[config.mk]
export PLATFORM = sky130hd
export DESIGN_NAME = escape_framer_xor_bcc
export DESIGN_NICKNAME = d
export VERILOG_FILES = /design/src/ecb_pkg.sv /design/src/ecb_front.sv /design/src/ecb_queue.sv /design/src/ecb_back.sv /design/src/escape_framer_xor_bcc.sv
export SDC_FILE = /design/constraint.sdc
export NUM_CORES = 1
export LEC_CHECK = 0
export ABC_AREA = 1
export BUFFER_PORTS_ARGS = -buffer_cell sky130_fd_sc_hd__clkbuf_2
export CORE_MARGIN = 2
export CORE_UTILIZATION = 65
export CTS_CLUSTER_SIZE = 12
export DETAILED_ROUTE_END_ITERATION = 10
export MAX_ROUTING_LAYER = met4
export PLACE_DENSITY_LB_ADDON = 0.12
export SETUP_SLACK_MARGIN = 0.2
export SLEW_MARGIN = 40
export SYNTH_ARGS = -nofsm -noshare
export SYNTH_HDL_FRONTEND = slang
export SYNTH_SLANG_ARGS = --single-unit
[constraint.sdc]
create_clock -name clk -period 3.5 [get_ports clk]
set_input_delay 0.175 -clock clk [delete_from_list [all_inputs] [get_ports clk]]
set_output_delay 0.175 -clock clk [all_outputs]
set_load 0.005 [all_outputs]
[src/ecb_pkg.sv]
// ----------------------------------------------------------------------------
// ecb_pkg
// Shared types and constants of the escape framer with XOR check byte.
// ----------------------------------------------------------------------------
package ecb_pkg;

  // Frame bytes
  localparam logic [7:0] FLAG_BYTE = 8'hFF;
  localparam logic [7:0] ESC_BYTE  = 8'hFE;

  // Frame status codes
  localparam logic [1:0] STATUS_OK        = 2'd0;
  localparam logic [1:0] STATUS_SRC_LONG  = 2'd1;
  localparam logic [1:0] STATUS_FRM_LONG  = 2'd2;

  // Configuration register indexes and reset values
  localparam logic        REG_MAX_SOURCE = 1'b0;
  localparam logic        REG_MAX_FRAME  = 1'b1;
  localparam logic [11:0] MAX_SOURCE_RST = 12'd1020;
  localparam logic [11:0] MAX_FRAME_RST  = 12'd1024;
  localparam int          LIMIT_WIDTH    = 12;

  // Queue between front and back
  localparam int QUEUE_DEPTH = 4;
  localparam int QPTR_WIDTH  = $clog2(QUEUE_DEPTH);

  // One classified source byte
  typedef struct packed {
    logic [7:0] data;
    logic       last;
    logic       first;  // start flags go out before this byte
    logic       esc;    // byte must be escaped
  } entry_t;

  // Queue status seen by the front and the back
  typedef struct packed {
    logic full;
    logic empty;
  } queue_status_t;

  // Emission steps of the back end
  typedef enum logic [2:0] {
    ST_IDLE,
    ST_FLAG1,
    ST_FLAG2,
    ST_ESC,
    ST_DATA,
    ST_CHK_ESC,
    ST_CHK,
    ST_CLOSE
  } step_t;

endpackage

[src/ecb_front.sv]
// ----------------------------------------------------------------------------
// ecb_front
// Accepts source bytes, marks the first byte of each message and the bytes
// that need an escape, and hands them to the queue.
// ----------------------------------------------------------------------------
module ecb_front (
  input  logic                   clk,
  input  logic                   rst,
  input  logic                   in_valid,
  output logic                   in_ready,
  input  logic [7:0]             data_byte,
  input  logic                   last_byte,
  input  ecb_pkg::queue_status_t q_status,
  output logic                   push,
  output ecb_pkg::entry_t        push_entry
);

  logic inside_frame;
  logic inside_frame_next;

  // Take a transaction whenever the queue has room
  assign in_ready = !q_status.full;
  assign push     = in_valid && in_ready;

  // Classify the byte
  always_comb begin
    push_entry.data  = data_byte;
    push_entry.last  = last_byte;
    push_entry.first = !inside_frame;
    push_entry.esc   = (data_byte == ecb_pkg::FLAG_BYTE) ||
                       (data_byte == ecb_pkg::ESC_BYTE);
  end

  // Track message boundaries
  always_comb begin
    inside_frame_next = inside_frame;
    if (push) begin
      inside_frame_next = !last_byte;
    end
  end

  always_ff @(posedge clk) begin
    if (rst) begin
      inside_frame <= 1'b0;
    end else begin
      inside_frame <= inside_frame_next;
    end
  end

endmodule

[src/ecb_queue.sv]
// ----------------------------------------------------------------------------
// ecb_queue
// Short first-in first-out queue of classified bytes between front and back.
// ----------------------------------------------------------------------------
module ecb_queue (
  input  logic                   clk,
  input  logic                   rst,
  input  logic                   push,
  input  ecb_pkg::entry_t        push_entry,
  input  logic                   pop,
  output ecb_pkg::entry_t        head,
  output ecb_pkg::queue_status_t q_status
);

  localparam int PtrW = ecb_pkg::QPTR_WIDTH;
  localparam int CntW = ecb_pkg::QPTR_WIDTH + 1;

  ecb_pkg::entry_t slots [ecb_pkg::QUEUE_DEPTH];
  logic [PtrW-1:0] wr_ptr;
  logic [PtrW-1:0] rd_ptr;
  logic [CntW-1:0] count;

  assign head           = slots[rd_ptr];
  assign q_status.full  = (count == CntW'(ecb_pkg::QUEUE_DEPTH));
  assign q_status.empty = (count == '0);

  // Store entries
  always_ff @(posedge clk) begin
    if (push) begin
      slots[wr_ptr] <= push_entry;
    end
  end

  // Advance pointers and fill count
  always_ff @(posedge clk) begin
    if (rst) begin
      wr_ptr <= '0;
      rd_ptr <= '0;
      count  <= '0;
    end else begin
      if (push) begin
        wr_ptr <= wr_ptr + PtrW'(1);
      end
      if (pop) begin
        rd_ptr <= rd_ptr + PtrW'(1);
      end
      if (push && !pop) begin
        count <= count + CntW'(1);
      end else if (pop && !push) begin
        count <= count - CntW'(1);
      end
    end
  end

endmodule

[src/ecb_back.sv]
// ----------------------------------------------------------------------------
// ecb_back
// Expands queued bytes into frame bytes, one per cycle unless stalled: start
// flags, escapes, data, check byte and closing flag with its status.
// ----------------------------------------------------------------------------
module ecb_back #(
  parameter int COUNTER_WIDTH = 12
) (
  input  logic                   clk,
  input  logic                   rst,
  input  ecb_pkg::entry_t        head,
  input  ecb_pkg::queue_status_t q_status,
  output logic                   pop,
  input  logic [11:0]            max_source_length,
  input  logic [11:0]            max_frame_length,
  output logic                   out_valid,
  input  logic                   out_ready,
  output logic [7:0]             out_byte,
  output logic                   run_end,
  output logic                   frame_end,
  output logic [1:0]             frame_status
);

  localparam int CW   = COUNTER_WIDTH;
  localparam int CmpW = COUNTER_WIDTH + 2;
  localparam logic [CW-1:0] CountMax = '1;

  ecb_pkg::step_t state;
  ecb_pkg::step_t state_next;
  ecb_pkg::step_t cur_step;
  ecb_pkg::step_t step_after;

  logic [7:0]    check;
  logic [7:0]    check_next;
  logic [7:0]    chk_new;
  logic          chk_esc;
  logic          chk_new_esc;
  logic [CW-1:0] source_count;
  logic [CW-1:0] source_count_next;
  logic [CW-1:0] emitted_count;
  logic [CW-1:0] emitted_count_next;
  logic [CW-1:0] emitted_sat;
  logic [CW-1:0] source_sat;
  logic [CW-1:0] total;
  logic          fire;

  logic [7:0]    byte_next;
  logic          run_end_next;
  logic          frame_end_next;
  logic [1:0]    status_next;

  // Produce a byte when there is work and the output slot frees up
  assign fire = !q_status.empty && (!out_valid || out_ready);
  assign pop  = fire && (step_after == ecb_pkg::ST_IDLE);

  assign chk_new     = (head.first ? 8'h00 : check) ^ head.data;
  assign chk_new_esc = (chk_new == ecb_pkg::FLAG_BYTE) || (chk_new == ecb_pkg::ESC_BYTE);
  assign chk_esc     = (check == ecb_pkg::FLAG_BYTE) || (check == ecb_pkg::ESC_BYTE);

  assign emitted_sat = (emitted_count == CountMax) ? emitted_count : emitted_count + CW'(1);
  assign source_sat  = (source_count == CountMax) ? source_count : source_count + CW'(1);
  assign total       = emitted_sat;

  // Pick the step for the head entry and the step that follows it
  always_comb begin
    if (state == ecb_pkg::ST_IDLE) begin
      if (head.first) begin
        cur_step = ecb_pkg::ST_FLAG1;
      end else if (head.esc) begin
        cur_step = ecb_pkg::ST_ESC;
      end else begin
        cur_step = ecb_pkg::ST_DATA;
      end
    end else begin
      cur_step = state;
    end

    case (cur_step)
      ecb_pkg::ST_FLAG1:   step_after = ecb_pkg::ST_FLAG2;
      ecb_pkg::ST_FLAG2:   step_after = head.esc ? ecb_pkg::ST_ESC : ecb_pkg::ST_DATA;
      ecb_pkg::ST_ESC:     step_after = ecb_pkg::ST_DATA;
      ecb_pkg::ST_DATA: begin
        if (head.last) begin
          step_after = chk_new_esc ? ecb_pkg::ST_CHK_ESC : ecb_pkg::ST_CHK;
        end else begin
          step_after = ecb_pkg::ST_IDLE;
        end
      end
      ecb_pkg::ST_CHK_ESC: step_after = ecb_pkg::ST_CHK;
      ecb_pkg::ST_CHK:     step_after = ecb_pkg::ST_CLOSE;
      ecb_pkg::ST_CLOSE:   step_after = ecb_pkg::ST_IDLE;
      default:             step_after = ecb_pkg::ST_IDLE;
    endcase

    state_next = fire ? step_after : state;
  end

  // Form the byte and flags of the current step
  always_comb begin
    byte_next      = ecb_pkg::FLAG_BYTE;
    run_end_next   = 1'b0;
    frame_end_next = 1'b0;
    status_next    = ecb_pkg::STATUS_OK;
    case (cur_step)
      ecb_pkg::ST_FLAG1:   byte_next = ecb_pkg::FLAG_BYTE;
      ecb_pkg::ST_FLAG2:   byte_next = ecb_pkg::FLAG_BYTE;
      ecb_pkg::ST_ESC:     byte_next = ecb_pkg::ESC_BYTE;
      ecb_pkg::ST_DATA: begin
        byte_next    = head.esc ? (head.data ^ ecb_pkg::ESC_BYTE) : head.data;
        run_end_next = !head.last;
      end
      ecb_pkg::ST_CHK_ESC: byte_next = ecb_pkg::ESC_BYTE;
      ecb_pkg::ST_CHK:     byte_next = chk_esc ? (check ^ ecb_pkg::ESC_BYTE) : check;
      ecb_pkg::ST_CLOSE: begin
        byte_next      = ecb_pkg::FLAG_BYTE;
        run_end_next   = 1'b1;
        frame_end_next = 1'b1;
        // source length is tested before frame length
        if (CmpW'(source_count) > CmpW'(max_source_length)) begin
          status_next = ecb_pkg::STATUS_SRC_LONG;
        end else if (CmpW'(total) > CmpW'(max_frame_length)) begin
          status_next = ecb_pkg::STATUS_FRM_LONG;
        end else begin
          status_next = ecb_pkg::STATUS_OK;
        end
      end
      default: byte_next = ecb_pkg::FLAG_BYTE;
    endcase
  end

  // Update check byte and saturating counters
  always_comb begin
    check_next         = check;
    source_count_next  = source_count;
    emitted_count_next = emitted_count;
    if (fire) begin
      emitted_count_next = (cur_step == ecb_pkg::ST_FLAG1) ? CW'(1) : emitted_sat;
      if (cur_step == ecb_pkg::ST_DATA) begin
        check_next        = chk_new;
        source_count_next = head.first ? CW'(1) : source_sat;
      end
    end
  end

  always_ff @(posedge clk) begin
    if (rst) begin
      state         <= ecb_pkg::ST_IDLE;
      check         <= 8'h00;
      source_count  <= '0;
      emitted_count <= '0;
      out_valid     <= 1'b0;
    end else begin
      state         <= state_next;
      check         <= check_next;
      source_count  <= source_count_next;
      emitted_count <= emitted_count_next;
      if (fire) begin
        out_valid <= 1'b1;
      end else if (out_ready) begin
        out_valid <= 1'b0;
      end
    end
  end

  // Hold the output transaction until taken
  always_ff @(posedge clk) begin
    if (fire) begin
      out_byte     <= byte_next;
      run_end      <= run_end_next;
      frame_end    <= frame_end_next;
      frame_status <= status_next;
    end
  end

endmodule

[src/escape_framer_xor_bcc.sv]
// ----------------------------------------------------------------------------
// escape_framer_xor_bcc
// Byte-stuffing framer with start flags, escapes, XOR check byte and a
// closing flag that carries the frame status.
// ----------------------------------------------------------------------------
//   channel   handshake               payload
//   input     in_valid / in_ready     data_byte, last_byte
//   output    out_valid / out_ready   out_byte, run_end, frame_end, frame_status
//   config    cfg_wr_en               cfg_index, cfg_data
//
// The back end emits one frame byte per cycle while the output is not stalled;
// a source byte causes 1 to 7 frame bytes, typically 1 or 2.
// A four-entry queue lets the input keep accepting while the output stalls.
// Synchronous reset clears the queue, the step sequencer and the counters and
// loads the limit registers with 1020 and 1024.
// ----------------------------------------------------------------------------
module escape_framer_xor_bcc #(
  parameter int COUNTER_WIDTH = 12
) (
  input  logic        clk,
  input  logic        rst,
  input  logic        in_valid,
  output logic        in_ready,
  input  logic [7:0]  data_byte,
  input  logic        last_byte,
  output logic        out_valid,
  input  logic        out_ready,
  output logic [7:0]  out_byte,
  output logic        run_end,
  output logic        frame_end,
  output logic [1:0]  frame_status,
  input  logic        cfg_wr_en,
  input  logic        cfg_index,
  input  logic [11:0] cfg_data
);

  logic [ecb_pkg::LIMIT_WIDTH-1:0] max_source_length;
  logic [ecb_pkg::LIMIT_WIDTH-1:0] max_frame_length;
  ecb_pkg::queue_status_t          q_status;
  ecb_pkg::entry_t                 push_entry;
  ecb_pkg::entry_t                 head;
  logic                            push;
  logic                            pop;

  // Limit registers
  always_ff @(posedge clk) begin
    if (rst) begin
      max_source_length <= ecb_pkg::MAX_SOURCE_RST;
      max_frame_length  <= ecb_pkg::MAX_FRAME_RST;
    end else if (cfg_wr_en) begin
      case (cfg_index)
        ecb_pkg::REG_MAX_SOURCE: max_source_length <= cfg_data;
        ecb_pkg::REG_MAX_FRAME:  max_frame_length  <= cfg_data;
        default: ;
      endcase
    end
  end

  ecb_front u_front (
    .clk        (clk),
    .rst        (rst),
    .in_valid   (in_valid),
    .in_ready   (in_ready),
    .data_byte  (data_byte),
    .last_byte  (last_byte),
    .q_status   (q_status),
    .push       (push),
    .push_entry (push_entry)
  );

  ecb_queue u_queue (
    .clk        (clk),
    .rst        (rst),
    .push       (push),
    .push_entry (push_entry),
    .pop        (pop),
    .head       (head),
    .q_status   (q_status)
  );

  ecb_back #(
    .COUNTER_WIDTH (COUNTER_WIDTH)
  ) u_back (
    .clk               (clk),
    .rst               (rst),
    .head              (head),
    .q_status          (q_status),
    .pop               (pop),
    .max_source_length (max_source_length),
    .max_frame_length  (max_frame_length),
    .out_valid         (out_valid),
    .out_ready         (out_ready),
    .out_byte          (out_byte),
    .run_end           (run_end),
    .frame_end         (frame_end),
    .frame_status      (frame_status)
  );

endmodule
### Word level (Yosys, flattened, before mapping)

Memory sizes are Yosys's and may differ from the RTL's. A register that Yosys moved wholly into a read port is not among the register bits.
Index checks and enable logic that the tools add are counted.

| operators by class | value |
|---|---|
| add/sub/neg operators | 6 |
| order comparisons | 2 |
| equal/unequal tests | 17 |
| mux-type cells | 26 |
| bitwise operators | 5 |
| reduce and logical (&&, ||, !) cells | 28 |

Operators by type and width:

| kind | count |
|---|---|
| $eq A8 B8 Y1 const B | 6 |
| $mux W12 | 4 |
| $add A12 B1 Y12 const B | 2 |
| $eq A12 B12 Y1 const B | 2 |
| $gt A12 B12 Y1 | 2 |
| $mux W8 | 3 |
| $pmux W8 S3 | 1 |
| $mux W3 | 6 |
| $pmux W3 S6 | 1 |
| $eq A3 B3 Y1 const B | 5 |
| $not A7 Y7 | 2 |
| $logic_not A3 Y1 | 3 |
| $logic_not A1 Y1 | 8 |
| $mux W2 | 4 |
| $xor A8 B8 Y8 | 1 |
| $eq A3 B2 Y1 const B | 2 |
| $mux W1 | 6 |
| $reduce_and A2 Y1 | 3 |
| $logic_and A1 B1 Y1 | 5 |
| $add A2 B1 Y2 const B | 2 |
| $logic_or A1 B1 Y1 | 4 |
| $reduce_bool A2 Y1 | 2 |
| $reduce_or A2 Y1 | 2 |
| $add A3 B1 Y3 const B | 1 |
| 6 further kinds | 7 |

| word-level totals | value |
|---|---|
| flip-flop bits (word level) | 80 |
| memory bits (writable) | 44 |
| input bits | 27 |
| output and inout bits | 14 |
| word-level logic and storage cells | 101 |
| memories kept | 1 |

Memory list:

| memory | words | width | read ports | clocked after memory_dff | wr ports | line | source |
|---|---|---|---|---|---|---|---|
| u_queue.slots | 4 | 11 | 1 | 1 | 1 | ecb_queue.sv:18 | `ecb_pkg::entry_t slots [ecb_pkg::QUEUE_DEPTH];` |

### Logic depth before layout (Yosys ltp)

Gate-level depths: netlist of run 1.

| depth | value |
|---|---|
| word-level depth | 12 |
| gate-level depth with buffers | 18 |
| depth with buffers taken out | 18 |

### Cells and area by module

From an unflattened synthesis of run 1, not the netlist that was laid out.

| unflattened totals | value |
|---|---|
| cells, all modules | 846 |
| area total of the unflattened synthesis | 6,650.1 um2 |

By module, submodules not included:

| module | times used | cells each | area each (um2) | sequential area each (um2) |
|---|---|---|---|---|
| ecb_back | 1 | 541 | 3,517.1 | 1,081.0 |
| ecb_queue | 1 | 165 | 2,075.7 | 1,501.4 |
| escape_framer_xor_bcc | 1 | 118 | 913.4 | 480.5 |
| ecb_front | 1 | 22 | 143.9 | 20.0 |

### Worst setup path after synthesis of run 1

OpenSTA, ideal clock, no wires.

| timing path | value |
|---|---|
| path kind | flip-flop to flip-flop |
| start point | reg u_back.emitted_count[0] |
| end point | reg u_back.frame_status[1] (data pin) |
| setup time | 257 ps |
| data arrival time | 2,103 ps |
| required time | 3,243 ps |
| slack | 1,140 ps |
| stages on the path, launching flop included | 13 |
| buffers on the path | 0 |
| clock period less this slack | 2,360 ps |
| path through | dfxtp_1 > ha_1 > nand2_1 > nor3_2 > nand2_1 > nand3_1 > xnor2_1 > ha_1 > nand2_1 > nor3_1 > nand3_1 > o21ai_0 > nor2_1 |

| between the ends | value |
|---|---|
| cells in the longest elaborated chain, start to end | 4 |
| elaborated cells on any way between the ends | 5 |
| classes of those cells | add/sub: 1; order compare: 1; eq/ne: 1; mux: 2 |

Ends and longest elaborated chain:

| item | line | source |
|---|---|---|
| start, declared | ecb_back.sv:40 | `logic [CW-1:0] emitted_count;` |
| start signal, assigned | ecb_back.sv:156 | `emitted_count <= emitted_count_next;` |
| $add A12 B1 Y12 or $eq A12 B12 Y1 (tied branches) | ecb_back.sv:60 | `assign emitted_sat = (emitted_count == CountMax) ? emitted_count : emitted_count + CW'(1);` |
| $mux W12 (*) | ecb_back.sv:60 |  |
| $gt A12 B12 Y1 (*) | ecb_back.sv:121 | `end else if (CmpW'(total) > CmpW'(max_frame_length)) begin` |
| $mux W2 (*) | ecb_back.sv:121 |  |
| end signal, assigned | ecb_back.sv:171 | `frame_status <= status_next;` |
| end, declared | ecb_back.sv:21 | `output logic [1:0] frame_status` |

Every way passes the cells marked *; elsewhere a longest branch is shown, timed or not.
A chain may end at the register's enable or synchronous reset.

### Final worst setup path of run 1

Same ends and word-level chain as after synthesis.

==> results.json, run 1 <==
{
  "period_needed_ps": 2736,
  "finalSetupViolCount": 0,
  "status": "complete, no violations",
  "insertion_delay_ps": 520,
  "min_path_type": "primary input to flop",
  "routed_wl_um": 14710,
  "synth_cell_types": 37,
  "portBuffers": 40,
  "synthArstFlopShare": 0,
  "max_freq_mhz": 365.5,
  "powerDensity_nw_per_um2": 716.4,
  "crit_buf_inv": 0,
  "slowest_stage": "dfxtp_1",
  "total_power_mw": 5.285,
  "synth.area.mux_share": 0,
  "path_common_cell": "nand2_1",
  "die_x_um": 102.7,
  "multi_input_area_sq_um": 2818,
  "dpl_cell_area_sq_um": 6624,
  "die_h_um": 102.7,
  "cts_sinks": 126,
  "ir_worst_vdd_v": 0.0004446,
  "cpPeakStageDelay_ps": 410,
  "grt-ovfl-total": 0,
  "rows": 36,
  "leakage_nw": 3.038,
  "synthTopCellsByCount": "164 x nand2_1, 81 x inv_1, 75 x nor2_1, 70 x a21oi_1, 70 x dfxtp_1",
  "synth-edff-count": 56,
  "min_period_over_period": 0.7817,
  "grt_usage": 0.2990,
  "pwr-share-clk": 0.304,
  "dieArea_sq_um": 10550,
  "synthesis.nets": 823,
  "grt_antenna_before_repair": 0,
  "design.core.area_sq_um": 9594,
  "hpwl_um": 9450,
  "synth_compound_area_frac": 0.1211,
  "cts_tree": "built",
  "finClkSkew_ps": 4.085,
  "grt_pass1_vias": 5050,
  "synth_top_area_frac": 0.2654,
  "num_io_pins": 41,
  "vias": 5487,
  "syn_avg_cell_area_sq_um": 8.293,
  "cp.required_ps": 3770,
  "synthXorXnorAreaFrac": 0.02626,
  "initial_core_util": 0.6604,
  "grt_max_degree": 42,
  "cp-end-kind": "flop",
  "p_comb_frac": 0.322,
  "post_synth_fa_ha_maj_area_fraction": 0.06438,
  "seqPwrFrac": 0.374,
  "synth_top_cell_by_area": "edfxtp_1",
  "htreeDepth": 4,
  "remaining_drc_errors": 0,
  "gp_congestion": 0.9323,
  "maxSlewViolCount": 0,
  "path_delay_family": "simple AND/OR/NAND/NOR gates",
  "clk_path_buf_depth": 2,
  "synth.most_common_cell": "nand2_1",
  "synth.cell_area_sq_um": 6336,
  "p_int_mw": 3.359,
  "clkTransAtPathRegs_ps": 60,
  "rsz0062_at_grt": "false",
  "start_kind": "flop",
  "drive_gt1_frac": 0.1220,
  "synth-simple-area-share": 0.2301,
  "seq_area_sq_um": 3083,
  "fillCellCount": 677,
  "dp_cells": 917,
  "report.final.hold_viol_count": 0,
  "syn2layout_area_growth_pct": 16.43,
  "drtPass1Iterations": 7,
  "p_sw_frac": 0.3644,
  "yosysWarnings": 0,
  "cts_resized": 0,
  "nets": 882,
  "reg2reg_slack_ps": 760,
  "fin_tns_setup_ps": 0,
  "grt_pass1_wl_um": 23580,
  "critical_path_class": "flop to flop",
  "ys.flop_type": "dfxtp_1",
  "ys_seq_area_frac": 0.4866,
  "maxSlewHeadroom": 0.5531,
  "critPathMaxFanout": 10,
  "maxCapViolCount": 0,
  "path_cells": "ha_1 > nand2_1 > nor3_2 > nand2_1 > a21oi_1 > ha_1 > nand2_1 > o21ai_0 > a21oi_1 > o211ai_1 > o21ai_0 > nor2_1",
  "via_per_inst": 5.657,
  "critPathArrivalTime_ps": 3010,
  "synth_top_family_by_area": "simple AND/OR/NAND/NOR gates",
  "tightest_slew_ps": 669.4,
  "final_antenna_net_count": 0,
  "instances_no_fill": 970,
  "final_area_sq_um": 7377,
  "wire_per_inst_um": 15.17,
  "drt_iter0_markers": 384,
  "synth_area_leaders": "edfxtp_1 27%, dfxtp_1 22%, nand2_1 9.7%",
  "ys_seq_elements": 126,
  "cts_root_buffer": "clkbuf_8",
  "p_switching_mw": 1.926,
  "numCtsBuffers": 17,
  "syn_inst": 764
}
-- worst min-delay path, cell delays in order --
cell	delay, ps
clkbuf_2	100
o21ai_0	100
a21oi_1	120
-- registers in the layout, indices dropped and copies added (netlist names), named ones only --
signal,count
u_back.frame_end,1
u_back.out_byte,8
u_back.emitted_count,12
u_queue.wr_ptr,2
u_back.check,8
u_front.inside_frame,1
u_queue.slots,44
u_back.state,3
u_queue.rd_ptr,2
u_back.out_valid,1
u_queue.count,3
max_frame_length,12
u_back.run_end,1
u_back.source_count,12
max_source_length,12
u_back.frame_status,2
-- kinds of logic after synthesis --
| family | Yosys count |
|---|---|
| AO/OA/AOI/OAI | 142 |
| XOR/XNOR | 19 |
| adder cells (fa/ha/maj) | 32 |
| buffers and inverters | 110 |
| flip-flops | 126 |
| AND/OR/NAND/NOR | 335 |
-- final cells by class --
cell class	instances	area share
repair buffers	65	0.05936
flip-flops and latches	126	0.4179
multi-input cells	528	0.3820
diodes	1	0.0003392
inverters	85	0.04325
clock buffers	21	0.06225
clock inverters	11	0.01238
well taps	133	0.02256
-- path summary, 6_finish.rpt --
| check | startpoint | endpoint | depth (start not counted) |
|---|---|---|---|
| hold reg to reg | max_frame_length[7] | max_frame_length[7] | 2 |
| setup reg to reg | u_back.emitted_count[0] | u_back.frame_status[1] | 12 |
| setup / recovery | u_back.emitted_count[0] | u_back.frame_status[1] | 12 |
| hold / removal | cfg_data[11] | max_source_length[11] | 3 |
-- per-layer routing --
layer,part of all wire,up-vias,GRT usage
met3,0.061,23,0.06712
met2,0.48,219,0.4625
met5,0,-,-
li1,-,2686,-
met1,0.44,2559,0.3932
met4,0.015,0,0.1002
-- layout by cell type, fill, tap and decap left out, types with 2 or more instances in the layout --
| cell | synthesis | routed |
|---|---|---|
| nor3_2 | 2 | 2 |
| inv_1 | 81 | 80 |
| nor3_1 | 10 | 10 |
| clkinvlp_4 | 0 | 2 |
| nand2_4 | 3 | 3 |
| o21ai_1 | 6 | 6 |
| nand3_1 | 62 | 62 |
| nand4_1 | 8 | 8 |
| nand3_2 | 6 | 6 |
| xnor2_1 | 5 | 5 |
| dlygate4sd3_1 | 0 | 20 |
| xor2_1 | 14 | 14 |
| a21oi_2 | 2 | 2 |
| o21ai_0 | 45 | 45 |
| clkbuf_16 | 0 | 16 |
| nor2_2 | 0 | 5 |
| clkbuf_2 | 0 | 40 |
| clkinv_4 | 0 | 2 |
| dfxtp_1 | 70 | 70 |
| inv_2 | 3 | 4 |
| edfxtp_1 | 56 | 56 |
| nor2_1 | 75 | 70 |
| clkbuf_8 | 0 | 4 |
| buf_4 | 3 | 5 |
| nand2_1 | 164 | 164 |
| ha_1 | 31 | 31 |
| clkinv_2 | 0 | 5 |
| clkinv_1 | 1 | 2 |
| a21oi_1 | 70 | 70 |
| o211ai_1 | 11 | 11 |
| a211oi_1 | 2 | 2 |
-- through the flow --
stage | setup slack (ps) | utilization | hold WS [ps]
detailed placement | 790.8 | 0.6904 | 415.7
CTS | 776.5 | 0.7686 | 12.08
floorplan | 1140 | - | 265.0
global route | 471.6 | 0.7686 | 50.02
finish | 763.9 | 0.7689 | 26.91
global placement | 924.5 | 0.6891 | 393.7
-- power by group through the flow --
stage	clock network [mW]	registers, mW	logic, mW
2_1_floorplan	0	1.98	1.24
3_3_place_gp	0	1.99	1.58
3_5_place_dp	0	2.00	1.64
4_1_cts	1.62	1.97	1.68
5_1_grt	1.68	2.00	1.92
6_report	1.61	1.98	1.70
-- timing repair --
item                      4_1_cts  5_1_grt
setup buffers                   0        0
hold buffers                   20        0
hold endpoints to repair       55        0
No activity file was read; power rests on OpenSTA's default activity.
==> run 2, diff against run 1 <==
- ABC_AREA: 1 -> 0
- CORE_UTILIZATION: 65 -> 61
- clock period: 3.5 -> 2.7 ns (I/O delays scaled with it)
==> results.json, run 2 <==
{
  "drtPass1Iterations": 8,
  "dieArea_sq_um": 10970,
  "drt_iter0_markers": 464,
  "tightest_slew_ps": 793.5,
  "final_cell_mix": "69 x nor2_1, 61 x dfxtp_1, 56 x edfxtp_1, 51 x nand2_1, 43 x buf_4",
  "clkTransAtPathRegs_ps": 70,
  "cp.required_ps": 3170,
  "routed_wl_um": 17110,
  "critical_path_class": "flop to flop",
  "die_h_um": 104.8,
  "largest_reg_flops": 44,
  "die_x_um": 104.8,
  "holdWs_ps": 99.04,
  "diodes": 0,
  "final_antenna_net_count": 0,
  "yosysWarnings": 0,
  "fillCellCount": 526,
  "maxSlewViolCount": 0,
  "cpPeakStageDelay_ps": 400,
  "path_common_cell": "inv_2",
  "syn_inst": 610,
  "violations": "setup timing",
  "p_sw_frac": 0.3475,
  "synth_area_leaders": "edfxtp_1 27%, dfxtp_1 23%, ha_1 6.3%",
  "initial_core_util": 0.6306,
  "p_comb_frac": 0.353,
  "powerDensity_nw_per_um2": 922.0,
  "ys.flop_type": "dfxtp_1",
  "hold-path-endpoint": "max_source_length[1]",
  "max_freq_mhz": 357.2,
  "fin_util": 0.8360,
  "min_path_cells": 4,
  "p_int_mw": 4.939,
  "synth.most_common_cell": "nor2_1",
  "critPathArrivalTime_ps": 3270,
  "slowest_stage": "or3b_4",
  "synthArstFlopShare": 0,
  "min_period_over_period": 1.037,
  "via_per_inst": 6.147,
  "grt_usage": 0.2932,
  "gp_congestion": 0.9071,
  "leakage_nw": 3.381,
  "grt_max_degree": 37,
  "num_io_pins": 41,
  "cts_sinks": 126,
  "period_needed_ps": 2800,
  "synthTopCellsByCount": "77 x nor2_1, 70 x dfxtp_1, 56 x edfxtp_1, 53 x nand2_1, 42 x inv_1",
  "reg2reg_to": "u_queue.count[2]",
  "finClkSkew_ps": 11.38,
  "hold_path.startpoint": "cfg_index",
  "portBuffers": 40,
  "final_area_sq_um": 8209,
  "multi_input_area_sq_um": 3159,
  "numCtsBuffers": 17,
  "ir_worst_vdd_v": 0.0006988,
  "pwr-share-clk": 0.295,
  "cts_root_buffer": "clkbuf_8",
  "seqPwrFrac": 0.351,
  "htreeDepth": 4,
  "final_common_cell": "nor2_1",
  "clk_path_buf_depth": 2,
  "finalSetupViolCount": 3,
  "design.core.area_sq_um": 9819,
  "nets": 785,
  "grt_antenna_before_repair": 0,
  "synthesis.nets": 669,
  "p_switching_mw": 2.630,
  "rsz0062_at_grt": "true",
  "syn2layout_area_growth_pct": 32.57,
  "drive_gt1_frac": 0.2869,
  "cts_tree": "built",
  "ys_seq_elements": 126,
  "syn_avg_cell_area_sq_um": 10.15,
  "synth.cell_area_sq_um": 6192,
  "min_path_type": "primary input to flop",
  "rows": 36,
  "ys_seq_area_frac": 0.4979,
  "critPathMaxFanout": 5,
  "regMostFlops": "u_queue.slots",
  "start_kind": "flop",
  "grt_pass1_vias": 4935,
  "grt-ovfl-total": 0,
  "synth_top_area_frac": 0.2716,
  "status": "finished with violations",
  "grt_pass1_wl_um": 24380,
  "reg2regPathDepth": 12,
  "synth-edff-count": 56,
  "path_cells": "mux4_2 > buf_4 > nor2_1 > or3b_4 > and3_4 > inv_2 > ha_4 > inv_2 > fa_2 > xor2_1 > or3_1 > a21oi_2",
  "reg2reg_slack_ps": -100,
  "cp-end-kind": "flop",
  "synth_cell_types": 53,
  "hpwl_um": 8629,
  "maxSlewHeadroom": 0.4710,
  "report.final.hold_viol_count": 0,
  "synth_top_cell_by_area": "edfxtp_1",
  "seq_area_sq_um": 3104,
  "remaining_drc_errors": 0,
  "insertion_delay_ps": 540,
  "maxCapViolCount": 0,
  "setup_slack_ps": -99.55,
  "wire_per_inst_um": 19.62,
  "vias": 5360,
  "dpl_cell_area_sq_um": 6670
}
==> run 2: cell types whose count changed in the layout (fill, tap and decap cells not counted), moves of 9 or more <==
cell      before  now
nand4_1        8   18
o21ai_0       45   10
dfxtp_1       70   61
a22oi_1        0   10
buf_6          0   15
inv_1         80   39
nand3_1       62    6
mux4_2         0   11
nand2_1      164   51
buf_4          5   43
o211ai_1      11    1
a21oi_1       70   27
xor2_1        14   24
==> run 2: repair_timing <==
action / in CTS / in global routing
hold buffers: 24 / 0
pin swaps: 14 / 24
setup buffers: 25 / 13
endpoints found under the hold margin: 62 / 0
resized for setup: 28 / 63
cloned: 2 / 1
endpoints found under the setup margin: 16 / 29
==> run 2: how the worst max path moves through the flow <==
stage | depth (start not counted) | slack [ps] | to | from
after CTS | 11 | -9 | u_queue.count[2] | flop
after global placement | 10 | 60 | u_queue.count[1] | flop
final | 12 | -100 | u_queue.count[2] | flop
after floorplan | 12 | 80 | u_queue.count[2] | flop
after global routing | 11 | -170 | u_queue.count[2] | u_queue.count[0]
after detailed placement | 11 | -50 | u_queue.count[2] | flop
==> run 2: critical path, delay by kind of cell (launching register included) <==
kind | cells | cell delay [ps]
XOR/XNOR | 1 | 160
multiplexers | 1 | 360
buffers and inverters | 3 | 240
flip-flops | 1 | 380
AO/OA/AOI/OAI | 1 | 130
adder cells (fa/ha/maj) | 2 | 480
AND/OR/NAND/NOR | 4 | 980
==> run 2: metrics by stage <==
| step | power [mW] | std cells | setup TNS, ps | worst slack [ps] |
|---|---|---|---|---|
| global placement | 4.437 | 775 | 0 | 56.35 |
| CTS | 7.025 | 858 | -8.848 | -8.848 |
| finish | 7.569 | 872 | -174.5 | -99.55 |
| floorplan | 3.931 | 610 | 0 | 81.42 |
| detailed placement | 4.520 | 775 | -47.61 | -47.61 |
| global route | 7.859 | 872 | -547.0 | -172.7 |
==> run 2: logic make-up after synthesis <==
| logic type | Yosys count | share of synthesized area |
|---|---|---|
| AND/OR/NAND/NOR | 208 | 0.1580 |
| buffers and inverters | 73 | 0.04769 |
| multiplexers | 15 | 0.04688 |
| flip-flops | 126 | 0.4979 |
| XOR/XNOR | 34 | 0.04809 |
| AO/OA/AOI/OAI | 122 | 0.1356 |
| adder cells (fa/ha/maj) | 32 | 0.06587 |
==> run 2: area by class of cell <==
type	count	share of cell area
Clock inverter	15	0.01951
Timing Repair Buffer	127	0.1273
Clock buffer	17	0.05045
Tap cell	133	0.02027
Inverter	42	0.01951
Multi-Input combinational cell	412	0.3849
Sequential cell	126	0.3781
==> run 2: power by group through the flow <==
stage          Sequential [mW]  Combinational [mW]  Clock, mW
5_1_grt                   2.69                2.86       2.31
3_5_place_dp              2.63                1.89          0
4_1_cts                   2.60                2.21       2.22
2_1_floorplan             2.56                1.37          0
3_3_place_gp              2.61                1.82          0
6_report                  2.66                2.68       2.23
==> run 2: layer usage <==
metal  up-vias  share of wire  GRT usage
met2       301           0.49     0.4801
met1      2567           0.40     0.3602
met3        71          0.076    0.05739
met5         -              0          -
met4         0          0.035     0.1143
li1       2421              -          -
==> run 3, diff against run 2 <==
- ABC_AREA: 0 -> 1
- SYNTH_HIERARCHICAL: default -> 1
==> results.json, run 3 <==
{
  "status": "complete, no violations",
  "maxCapViolCount": 0,
  "nets": 988,
  "portBuffers": 40,
  "critical_path_class": "flop to flop",
  "final_cell_mix": "184 x nand2_1, 96 x inv_1, 87 x nor2_1, 79 x nand3_1, 65 x a21oi_1",
  "cts_tree": "built",
  "pwr-share-clk": 0.296,
  "cp-end-kind": "flop",
  "htreeDepth": 4,
  "drive_gt1_frac": 0.1783,
  "synth_top_cell_by_area": "edfxtp_1",
  "numCtsBuffers": 17,
  "clkTransAtPathRegs_ps": 60,
  "min_path_type": "primary input to flop",
  "path_common_cell": "nand2_4",
  "final_area_sq_um": 8068,
  "maxSlewViolCount": 0,
  "remaining_drc_errors": 0,
  "path_delay_family": "compound AO/OA/AOI/OAI gates",
  "final_common_cell": "nand2_1",
  "start_kind": "flop",
  "p_switching_mw": 2.714,
  "num_io_pins": 41,
  "via_per_inst": 5.589,
  "max_freq_mhz": 411.2,
  "rsz0062_at_grt": "true",
  "routed_wl_um": 16270,
  "regMostFlops": "u_queue/slots",
  "cts_root_buffer": "clkbuf_8",
  "multi_input_area_sq_um": 3079,
  "seq_area_sq_um": 3104,
  "p_int_mw": 4.652,
  "grt_antenna_before_repair": 0,
  "final_antenna_net_count": 0,
  "synth.cell_area_sq_um": 6650,
  "grt_pass1_vias": 5549,
  "largest_reg_flops": 44,
  "syn_inst": 846,
  "grt_pass1_wl_um": 25750,
  "drt_iter0_markers": 516,
  "hpwl_um": 10720,
  "synthTopCellsByCount": "194 x nand2_1, 99 x inv_1, 89 x nor2_1, 81 x nand3_1, 70 x dfxtp_1",
  "p_comb_frac": 0.342,
  "period_needed_ps": 2432,
  "synth-edff-count": 56,
  "yosysWarnings": 6,
  "clk_path_buf_depth": 2,
  "finClkSkew_ps": 7.791,
  "ys_seq_area_frac": 0.4636,
  "tightest_slew_ps": 604.3,
  "diodes": 0,
  "p_sw_frac": 0.3685,
  "dieArea_sq_um": 11750,
  "cts_sinks": 126,
  "critPathMaxFanout": 3,
  "gp_congestion": 0.9270,
  "wire_per_inst_um": 15.04,
  "leakage_nw": 3.529,
  "cp.required_ps": 3140,
  "grt-ovfl-total": 0,
  "synth_cell_types": 36,
  "ir_worst_vdd_v": 0.0005762,
  "synth_top_area_frac": 0.2529,
  "design.core.area_sq_um": 10750,
  "dpl_cell_area_sq_um": 6960,
  "synth_area_leaders": "edfxtp_1 25%, dfxtp_1 21%, nand2_1 11%",
  "report.final.hold_viol_count": 0,
  "path_cells": "o21ai_2 > o22ai_1 > buf_4 > inv_8 > nand4_4 > nand2_4 > nand2_4 > clkinv_4 > nand2_4 > a21oi_4 > inv_2 > ha_4 > inv_4 > fa_2 > o21ai_2 > nor2_1",
  "crit_buf_inv": 5,
  "fin_tns_setup_ps": 0,
  "ys_seq_elements": 126,
  "finalSetupViolCount": 0,
  "syn2layout_area_growth_pct": 21.32,
  "seqPwrFrac": 0.361,
  "ys.flop_type": "dfxtp_1",
  "die_x_um": 108.4,
  "fillCellCount": 796,
  "synthArstFlopShare": 0,
  "critPathArrivalTime_ps": 2870,
  "synth.most_common_cell": "nand2_1",
  "slowest_stage": "fa_2",
  "grt_max_degree": 28,
  "rows": 38,
  "min_period_over_period": 0.9007,
  "maxSlewHeadroom": 0.5972,
  "insertion_delay_ps": 540,
  "drtPass1Iterations": 6,
  "initial_core_util": 0.6189,
  "cpPeakStageDelay_ps": 420,
  "synthesis.nets": 905,
  "syn_avg_cell_area_sq_um": 7.861,
  "powerDensity_nw_per_um2": 913.0,
  "die_h_um": 108.4,
  "grt_usage": 0.2920,
  "vias": 6047
}
-- run 3: metrics by stage --
step	power [mW]	hold slack, ps	utilization	setup WS (ps)	instances
3_5_place_dp	4.803	373.0	0.6478	20.64	1007
2_1_floorplan	4.206	204.1	-	201.2	846
6_report	7.366	69.43	0.7508	268.1	1082
5_1_grt	7.765	79.61	0.7508	120.5	1082
3_3_place_gp	4.715	365.5	0.6478	190.3	1007
4_1_cts	7.094	38.62	0.7269	233.0	1067
-- run 3: layer usage --
metal	part of all wire	global-route usage
met1	0.43	0.3643
met2	0.49	0.4603
met3	0.055	0.05847
met4	0.026	0.1310
met5	0	-
-- run 3: kinds of logic after synthesis --
| family | after synthesis | share of synthesized area |
|---|---|---|
| flip-flops | 126 | 0.4636 |
| XOR/XNOR | 15 | 0.01976 |
| buffers and inverters | 146 | 0.09840 |
| adder cells (fa/ha/maj) | 32 | 0.06134 |
| AND/OR/NAND/NOR | 396 | 0.2536 |
| AO/OA/AOI/OAI | 131 | 0.1033 |
-- run 3: power by group through the flow --
stage / Combinational (mW) / Clock (mW) / Sequential, mW
6_report: 2.52 / 2.18 / 2.66
5_1_grt: 2.78 / 2.29 / 2.69
4_1_cts: 2.25 / 2.21 / 2.64
3_5_place_dp: 2.14 / 0 / 2.67
3_3_place_gp: 2.06 / 0 / 2.66
2_1_floorplan: 1.59 / 0 / 2.62
-- run 3: what timing repair did --
item / 4_1_cts / 5_1_grt
hold buffers: 23 / 0
gates resized for setup: 11 / 45
setup buffers: 5 / 15
cloned: 0 / 0
endpoints found under the setup margin: 3 / 3
pin swaps: 2 / 22
endpoints found under the hold margin: 62 / 0
-- run 3: path summary, 6_finish.rpt --
kind                  startpoint                   to  slack, ps  depth (start not counted)
min                    cfg_index  max_frame_length[3]         70                          3
max          u_queue/slots[2][0]     u_queue/count[1]        270                         16
min reg2reg  max_frame_length[4]  max_frame_length[4]        460                          2
max reg2reg  u_queue/slots[2][0]     u_queue/count[1]        270                         16
-- run 3: cell type report --
cell class	count	area share
Clock buffer	19	0.05226
Clock inverter	13	0.01706
Inverter	112	0.05475
Multi-Input combinational cell	574	0.3817
Sequential cell	126	0.3848
Tap cell	140	0.02171
Timing Repair Buffer	98	0.08778
-- run 3: worst min-delay path, stage by stage --
cell and delay, ps:
clkbuf_2 220, nand3_1 150, a21oi_1 60
